[src/hdl/sra_pkg.sv]
`default_nettype none
package sra_pkg;

  localparam int MAX_RANGES = 128;
  localparam int OFF_W      = 32;
  localparam int IDX_W      = $clog2(MAX_RANGES);
  localparam int CNT_W      = $clog2(MAX_RANGES + 1);
  localparam int TAIL_W     = OFF_W + 1;
  localparam int RND_W      = OFF_W + 2;

  localparam logic [31:0] HEAP_SIZE_RST = 32'd268435456;
  localparam logic [31:0] GRAN_RST      = 32'd1024;

  // operation codes
  localparam logic OP_ALLOC = 1'b0;
  localparam logic OP_FREE  = 1'b1;

  // result status codes
  localparam logic [1:0] ST_OK        = 2'd0;
  localparam logic [1:0] ST_NO_FIT    = 2'd1;
  localparam logic [1:0] ST_FULL      = 2'd2;
  localparam logic [1:0] ST_NOT_FOUND = 2'd3;

  // register indexes
  localparam logic REG_HEAP_SIZE = 1'b0;
  localparam logic REG_GRAN      = 1'b1;

  typedef enum logic [1:0] {
    SH_NONE = 2'd0,
    SH_INS  = 2'd1,
    SH_DEL  = 2'd2
  } shift_t;

  // request values seen by every cell
  typedef struct packed {
    logic               kind;
    logic [OFF_W-1:0]   size;
    logic [OFF_W-1:0]   hs;
    logic [OFF_W-1:0]   al;
    logic [OFF_W-1:0]   coarse;
    logic [OFF_W-1:0]   fo;
    logic [CNT_W-1:0]   count;
  } bcast_t;

  // table update command
  typedef struct packed {
    shift_t             sh;
    logic [IDX_W-1:0]   pos;
    logic [OFF_W-1:0]   off;
    logic [OFF_W-1:0]   size;
    logic               kind;
    logic [TAIL_W-1:0]  tail;
  } cmd_t;

  // highest set bit, zero taken as one
  function automatic logic [31:0] pow2_floor(input logic [31:0] v);
    logic [31:0] r;
    r = 32'd1;
    for (int i = 0; i < 32; i++) begin
      if (v[i]) begin
        r = '0;
        r[i] = 1'b1;
      end
    end
    return r;
  endfunction

  function automatic logic [RND_W-1:0] round_up(input logic [TAIL_W-1:0] v,
                                                input logic [OFF_W-1:0] a);
    logic [RND_W-1:0] m;
    m = {2'b00, a} - RND_W'(1);
    return ({1'b0, v} + m) & ~m;
  endfunction

  // lowest set bit index
  function automatic logic [IDX_W-1:0] first_set(input logic [MAX_RANGES-1:0] v);
    logic [IDX_W-1:0] r;
    r = '0;
    for (int i = MAX_RANGES - 1; i >= 0; i--) begin
      if (v[i]) r = IDX_W'(i);
    end
    return r;
  endfunction

endpackage
`default_nettype wire

[src/hdl/sra_cell.sv]
`default_nettype none
module sra_cell
  import sra_pkg::*;
(
  input  wire logic              clk,
  input  wire logic [IDX_W-1:0]  cell_idx,
  input  wire bcast_t            bc,
  input  wire cmd_t              cmd,
  input  wire logic [OFF_W-1:0]  left_off,
  input  wire logic [OFF_W-1:0]  left_size,
  input  wire logic              left_kind,
  input  wire logic [TAIL_W-1:0] left_tail,
  input  wire logic [OFF_W-1:0]  right_off,
  input  wire logic [OFF_W-1:0]  right_size,
  input  wire logic              right_kind,
  input  wire logic [TAIL_W-1:0] right_tail,
  output logic [OFF_W-1:0]       off,
  output logic [OFF_W-1:0]       size,
  output logic                   kind,
  output logic [TAIL_W-1:0]      tail,
  output logic [RND_W-1:0]       gap_b,
  output logic                   fit,
  output logic                   match
);

  logic [OFF_W-1:0]  off_r, size_r;
  logic              kind_r;
  logic [TAIL_W-1:0] tail_r;
  logic [RND_W-1:0]  b_r, e_r;
  logic              gap_ok_r, fit_r, match_r;

  logic              same_here, same_next;
  logic [OFF_W-1:0]  a_here, a_next;
  logic [RND_W-1:0]  b_nxt, e_nxt;
  logic              gap_ok_nxt, match_nxt, fit_nxt;

  // entry storage, shifted on insert and erase
  always_ff @(posedge clk) begin
    case (cmd.sh)
      SH_INS: begin
        if (cell_idx == cmd.pos) begin
          off_r  <= cmd.off;
          size_r <= cmd.size;
          kind_r <= cmd.kind;
          tail_r <= cmd.tail;
        end else if (cell_idx > cmd.pos) begin
          off_r  <= left_off;
          size_r <= left_size;
          kind_r <= left_kind;
          tail_r <= left_tail;
        end
      end
      SH_DEL: begin
        if (cell_idx >= cmd.pos) begin
          off_r  <= right_off;
          size_r <= right_size;
          kind_r <= right_kind;
          tail_r <= right_tail;
        end
      end
      default: ;
    endcase
  end

  // gap bounds between this entry and the next
  always_comb begin
    same_here  = (kind_r == bc.kind);
    same_next  = (right_kind == bc.kind);
    a_here     = same_here ? bc.al : bc.coarse;
    a_next     = same_next ? bc.al : bc.coarse;
    b_nxt      = round_up(tail_r, a_here);
    if (same_here && same_next) begin
      e_nxt = {2'b00, right_off};
    end else begin
      e_nxt = {2'b00, right_off & ~(a_next - OFF_W'(1))};
    end
    gap_ok_nxt = ({1'b0, cell_idx} + CNT_W'(1)) < bc.count;
    match_nxt  = ({1'b0, cell_idx} < bc.count) && (off_r == bc.fo);
  end

  // fit test on registered bounds
  always_comb begin
    fit_nxt = gap_ok_r && (e_r >= b_r) && ((e_r - b_r) >= {2'b00, bc.size}) &&
              (b_r <= {2'b00, bc.hs}) && (({2'b00, bc.hs} - b_r) >= {2'b00, bc.size});
  end

  always_ff @(posedge clk) begin
    b_r      <= b_nxt;
    e_r      <= e_nxt;
    gap_ok_r <= gap_ok_nxt;
    match_r  <= match_nxt;
    fit_r    <= fit_nxt;
  end

  assign off   = off_r;
  assign size  = size_r;
  assign kind  = kind_r;
  assign tail  = tail_r;
  assign gap_b = b_r;
  assign fit   = fit_r;
  assign match = match_r;

endmodule
`default_nettype wire

[config.mk]
export PLATFORM = sky130hd
export DESIGN_NAME = sra_cell
export DESIGN_NICKNAME = d
export VERILOG_FILES = /design/src/hdl/sra_pkg.sv /design/src/hdl/sra_cell.sv
export SDC_FILE = /design/constraint.sdc
export NUM_CORES = 1
export LEC_CHECK = 0
export ABC_AREA = 1
export BUFFER_PORTS_ARGS = -buffer_cell sky130_fd_sc_hd__clkbuf_2
export CAP_MARGIN = 0
export CORE_AREA = 2 2 237 239
export DETAILED_ROUTE_END_ITERATION = 10
export DIE_AREA = 0 0 239 241
export PLACE_DENSITY_LB_ADDON = 0.15
export SLEW_MARGIN = 20
export SYNTH_ARGS = -nofsm -noshare
export SYNTH_HDL_FRONTEND = slang
export SYNTH_SLANG_ARGS = --single-unit
[constraint.sdc]
create_clock -name clk -period 5.6 [get_ports clk]
set_input_delay 1.12 -clock clk [delete_from_list [all_inputs] [get_ports clk]]
set_output_delay 1.12 -clock clk [all_outputs]
set_load 0.005 [all_outputs]
; After elaboration in Yosys (flattened, before gate mapping)
; Index checks and enable logic that the tools add are counted.
[word_totals]
output_inout_bits = 134
inputBits = 480
word_cells = 62
reg_bits = 169
[op_classes]
bitwise = 4
mux = 19
addsub = 6
n_lt_le_gt_ge = 8
n_eq_ne = 8
n_reduce_logical = 8
[ops]
columns = cell, count
row1 = 32-bit two-way mux, 9
row2 = 32-bit case mux with 2 select lines, 2
row3 = 33-bit two-way mux, 3
row4 = 34-bit by 32-bit >= comparator with 1-bit output, 2
row5 = 33-bit case mux with 2 select lines, 1
row6 = 33-bit by 34-bit adder with 34-bit output, 1
row7 = 34-bit AND, 1
row8 = 34-bit >= comparator, 1
row9 = 34-bit by 32-bit <= comparator with 1-bit output, 1
row10 = 34-bit inverter, 1
row11 = 32-bit by 34-bit subtractor with 34-bit output, 1
row12 = 34-bit subtractor, 1
row13 = "32-bit by 1-bit subtractor with 33-bit output, second input constant", 1
row14 = 32-bit AND, 1
row15 = 32-bit equality test, 1
row16 = 32-bit inverter, 1
row17 = "32-bit by 1-bit subtractor with 32-bit output, second input constant", 1
row18 = "7-bit by 1-bit adder with 8-bit output, second input constant", 1
row19 = 7-bit by 8-bit less-than comparator with 1-bit output, 1
row20 = 8-bit less-than comparator, 1
row21 = 7-bit equality test, 1
row22 = 7-bit >= comparator, 1
row23 = 7-bit > comparator, 1
row24 = 1-bit logical AND, 6
row25 = 9 further kinds, 12

; Logic depth before layout (Yosys ltp)
[logic_depth]
ltp_word = 6
ltp_mapped = 29
depth_no_buf = 29

; Worst setup path after synthesis
; Ideal clock, no wire load.
[synth_timing]
kind = in2reg
from = input port cmd[104] (netlist bit)
to = register kind_r, in the netlist kind, enable pin
arrival_ns = 4.072
setup_time_ns = 0.452
cell_stages = 9
t_required_ns = 5.148
path_buffers = 1
slack_ns = 1.076
cell_sequence = inv_1 > ha_1 > nand2_1 > nor2_1 > nand2_1 > clkbuf_1 > o211ai_1 > o21ai_0 > inv_1
[synth_between]
elab_chain_len = 3
elab_cells_between_ends = 6
classes_between = order compare (2) / eq/ne (3) / reduce/logical (1)
[synth_lines]
columns = element, line_no
row1 = "start, declared", sra_cell.sv:8  ; input wire cmd_t cmd,
row2 = "7-bit > comparator, or another cell as far along", sra_cell.sv:46  ; end else if (cell_idx > cmd.pos) begin
row3 = 3-bit inequality test (no source line) / 2-bit inequality test (equally long branches), -
row4 = 3-bit AND reduction (no source line) (*), -
row5 = "end signal, assigned", sra_cell.sv:44  ; kind_r <= cmd.kind;
row6 = "end signal, assigned", sra_cell.sv:49  ; kind_r <= left_kind;
row7 = "end signal, assigned", sra_cell.sv:57  ; kind_r <= right_kind;
row8 = "end, declared", sra_cell.sv:27  ; logic kind_r;
; Every way passes the cells marked *; elsewhere a longest branch is shown, timed or not.
; A chain may end at the register's enable or synchronous reset.

; Worst setup path in the final report
[layout_timing]
from = input port bc[168] (netlist bit)
to = register b_r[18], in the netlist gap_b[18]
[layout_between]
elab_chain_len = 5
elab_cells_between_ends = 6
classes_between = add/sub (2) / eq/ne (1) / mux (1) / bitwise (2)
[layout_lines]
columns = element, line_no
row1 = "start, declared", sra_cell.sv:7  ; input wire bcast_t bc,
row2 = 1-bit equality test (*), sra_cell.sv:67  ; same_here = (kind_r == bc.kind);
row3 = 32-bit two-way mux (*), sra_cell.sv:69  ; a_here = same_here ? bc.al : bc.coarse;
row4 = 32-bit by 1-bit subtractor with 33-bit output (*), sra_pkg.sv:71  ; m = {2'b00, a} - RND_W'(1);
row5 = 33-bit by 34-bit adder with 34-bit output / 34-bit inverter (equally long branches), sra_pkg.sv:72  ; return ({1'b0, v} + m) & ~m;
row6 = 34-bit AND (*), sra_pkg.sv:72
row7 = net b_nxt[18], sra_cell.sv:34  ; logic [RND_W-1:0] b_nxt, e_nxt;
row8 = "end signal, assigned", sra_cell.sv:88  ; b_r <= b_nxt;
row9 = "end, declared", sra_cell.sv:29  ; logic [RND_W-1:0] b_r, e_r;
; The timed path passes the listed nets; every way through them passes the cells marked *.

==> results.py <==
metrics = {
    "status": {
        "status": "finished, final reports clean",
    },
    "timing": {
        "tightestPinTransition_ns": 0.9763,
        "maxSlewHeadroom_pct": 34.92,
        "worst_slack_ns": 0.9720,
        "setup_violations": 0,
        "timing.fmax_mhz": 216.1,
        "drv_slew": 0,
        "clock_skew_ns": 0.01553,
        "min_period_over_period_pct": 82.64,
        "finalHoldViolations": 0,
        "finalCriticalPeriod_ns": 4.628,
        "final.setup.tns_ns": 0,
        "rsz0062_at_grt": "no",
    },
    "layout": {
        "finalNetCount": 4026,
        "syn_to_final_growth_pct": 23.97,
        "drive_gt1_share_pct": 22.89,
        "stdcell_count": 4089,
    },
    "logic_synthesis": {
        "synth_edf_count": 98,
        "yosys-top-cells-area": "nand2_1 17%, edfxtp_1 16%, ha_1 13%",
        "yosysTopAreaCell": "nand2_1",
        "synth.distinct_cells": 51,
        "yosys-top-cells-count": "805 x nand2_1, 367 x nor2_1, 352 x inv_1",
        "ys_seq_area_share_pct": 23.67,
        "ys_ff_latch": 167,
        "synth_top_area_share_pct": 16.54,
        "synth-async-reset-ratio_pct": 0,
        "yosysWarnings": 0,
        "ys.flop_type": "edfxtp_1",
        "post_synth.cell_area_avg_um2": 6.579,
        "yosysMostFrequentCell": "nand2_1",
        "synth_cells": 2777,
        "synth_nets": 3443,
        "syn_area_mm2": 0.01827,
    },
    "critical_path": {
        "setup.worst_path.class": "in -> reg",
        "cp_common_cell": "nand2_1",
        "path_buf_inv": 3,
        "cpMaxStageDelayCell": "nand2_4",
        "cpPeakStageDelay_ns": 0.43,
        "endpoint_kind": "flip-flop",
        "ff2ff_setup_slack_ns": 1.18,
        "critical_path_required_ns": 5.96,
        "crit_fanout": 45,
        "cpLargestDelayFamily": "simple AND/OR/NAND/NOR gates",
        "path_cells": "clkbuf_2 -> inv_2 -> nand2_4 -> nand2_4 -> nand2_1 -> o21ai_2 -> ha_1 -> nand3_1 -> nor2_4 -> nand2_1 -> nor2_1 -> nand2_1 -> xor2_1 -> ha_1 -> nand2_1 -> nor2_1 -> inv_1 -> nor2_1 -> nand2_1 -> nand2_1 -> a21oi_1 -> xor2_1 -> nor2_1",
        "critPathLaunchType": "input pin",
        "arrival_ns": 4.99,
    },
    "route": {
        "first_pass_iters": 6,
        "drtIter0Drc": 1415,
        "vias": 20350,
        "wl_mm": 87.40,
        "postRouteAntennaNets": 0,
        "drc_errors": 0,
        "vias_per_cell": 4.978,
        "wl_per_cell_um": 21.38,
    },
    "pwr": {
        "swShare_pct": 48.55,
        "internal_power_w": 0.003856,
        "ir_drop_v": 0.0002232,
        "p_switching_w": 0.003639,
        "power.density_mw_per_mm2": 330.9,
        "p_leak_nw": 11.74,
        "power_w": 0.007495,
        "comb_power_share_pct": 60.0,
        "pwr-share-clk_pct": 16.8,
        "p_seq_share_pct": 23.1,
    },
    "clocking": {
        "cts_resized": 0,
        "cts_buffer_depth": 2,
        "htreeDepth": 4,
        "cts_tree": "done",
        "path_clk_slew_ns": 0.07,
        "clock_latency_ns": 0.47,
        "cts_hold_buf": 0,
        "post-cts-setup-buffer-count": 0,
        "numCtsBuffers": 17,
        "cts.sinks": 167,
        "root_buffer": "clkbuf_16",
    },
    "floorplan": {
        "rows": 86,
        "start_util_pct": 33.29,
        "core_area_mm2": 0.05488,
        "io_pins": 614,
        "die_w_um": 239,
        "die-area_mm2": 0.05760,
        "die_h_um": 241,
    },
    "global_routing": {
        "antenna_found_initial": 22,
        "track_usage_pct": 29.52,
        "grt_pass1_vias": 19800,
        "overflow": 0,
        "grt_max_degree": 109,
        "grt_pass1_wl_mm": 124.1,
    },
    "job": {
        "max_cap_viol_count": 0,
    },
    "place": {
        "dp_slack_ns": 0.5597,
        "hpwl_mm": 77.44,
        "dp_cells": 4045,
        "io_buffers": 613,
        "routabilityCongestion": 0.9628,
    },
    "hold_path": {
        "hold_class": "reg -> reg",
    },
}
-- path summary, 6_finish.rpt --
path | start | endpoint | cells past startpoint
setup reg to reg | kind$_DFFE_PP_ | gap_b[18]$_DFF_P_ | 22
hold reg to reg | gap_ok_r$_DFF_P_ | fit$_DFF_P_ | 4
setup / recovery | bc[168] | gap_b[18]$_DFF_P_ | 23
hold / removal | gap_ok_r$_DFF_P_ | fit$_DFF_P_ | 4
-- worst register-to-register path: cells and delay by family (launching register included) --
kind / cells / cell delay [ns]
adder cells (fa/ha/maj): 2 / 0.57
AO/OA/AOI/OAI: 2 / 0.24
AND/OR/NAND/NOR: 14 / 2.40
flip-flops: 1 / 0.57
buffers and inverters: 2 / 0.19
XOR/XNOR: 2 / 0.34
-- metrics by stage --
stage / utilization, % / hold slack, ns / instance area, µm²
after floorplan: - / 0.5026 / 18270
after global placement: 40.12 / 0.5975 / 22020
after detailed placement: 40.12 / 0.6074 / 22020
after CTS: 41.22 / 0.6119 / 22620
after global routing: 41.26 / 0.6264 / 22640
final: 41.27 / 0.6063 / 22650
-- power groups by stage --
stage                     clock network, W  logic, W  registers (W)
after floorplan                          0   0.00302        0.00163
after global placement                   0   0.00447        0.00177
after detailed placement                 0   0.00446        0.00176
after CTS                          0.00129   0.00448        0.00174
after global routing               0.00133   0.00507        0.00174
final                              0.00126   0.00450        0.00174
-- routing by layer --
| metal | vias to the layer above | GRT usage [%] | part of all wire (%) |
|---|---|---|---|
| li1 | 10250 | - | - |
| met1 | 9230 | 36.22 | 41 |
| met5 | - | 0 | 0.11 |
| met3 | 138 | 4.930 | 6.1 |
| met2 | 727 | 50.92 | 48 |
| met4 | 14 | 12.90 | 4.3 |
-- flip-flops by register name (all words and copies together) (netlist names) --
name      cells
e_r          32
fit           1
gap_b        34
gap_ok_r      1
kind          1
match         1
off          32
size         32
tail         33
-- cells in the final DEF (no fill, tap or decap), types with 4 or more instances in the layout --
cell type and count:
a211oi_1 4, a21boi_0 14, a21boi_1 5, a21o_1 21
a21oi_1 139, a31oi_1 114, buf_4 6, clkbuf_16 17
clkbuf_2 613, dfxtp_1 69, diode_2 12, edfxtp_1 98
ha_1 183, inv_1 351, inv_2 11, inv_6 5
nand2_1 803, nand2_2 18, nand2_4 8, nand3_1 75
nand3b_1 9, nand4_1 27, nor2_1 367, nor2_2 18
nor2_4 6, nor3_1 26, nor3_2 5, nor4_1 8
o211ai_1 5, o21a_1 15, o21ai_0 60, o21ai_1 13
o21ai_2 38, o21bai_1 23, or2_2 8, xnor2_1 55
xor2_1 96
-- area by class of cell --
type	instances	area [µm²]
Fill cell	6187	32230
Sequential cell	167	4324
Inverter	365	1379
Tap cell	704	880.8
Timing Repair Buffer	621	3153
Antenna cell	12	30.03
Clock inverter	15	175.2
Multi-Input combinational cell	2188	12280
Clock buffer	17	425.4
-- cell families after synthesis --
group | Yosys count | synth area share [%]
simple gates | 1392 | 31.54
compound gates | 459 | 15.50
buf+inv | 422 | 9.191
fa+ha+maj | 186 | 12.86
flops | 167 | 23.67
xor+xnor | 151 | 7.239
Note: power is estimated with default switching activity, not from simulation.
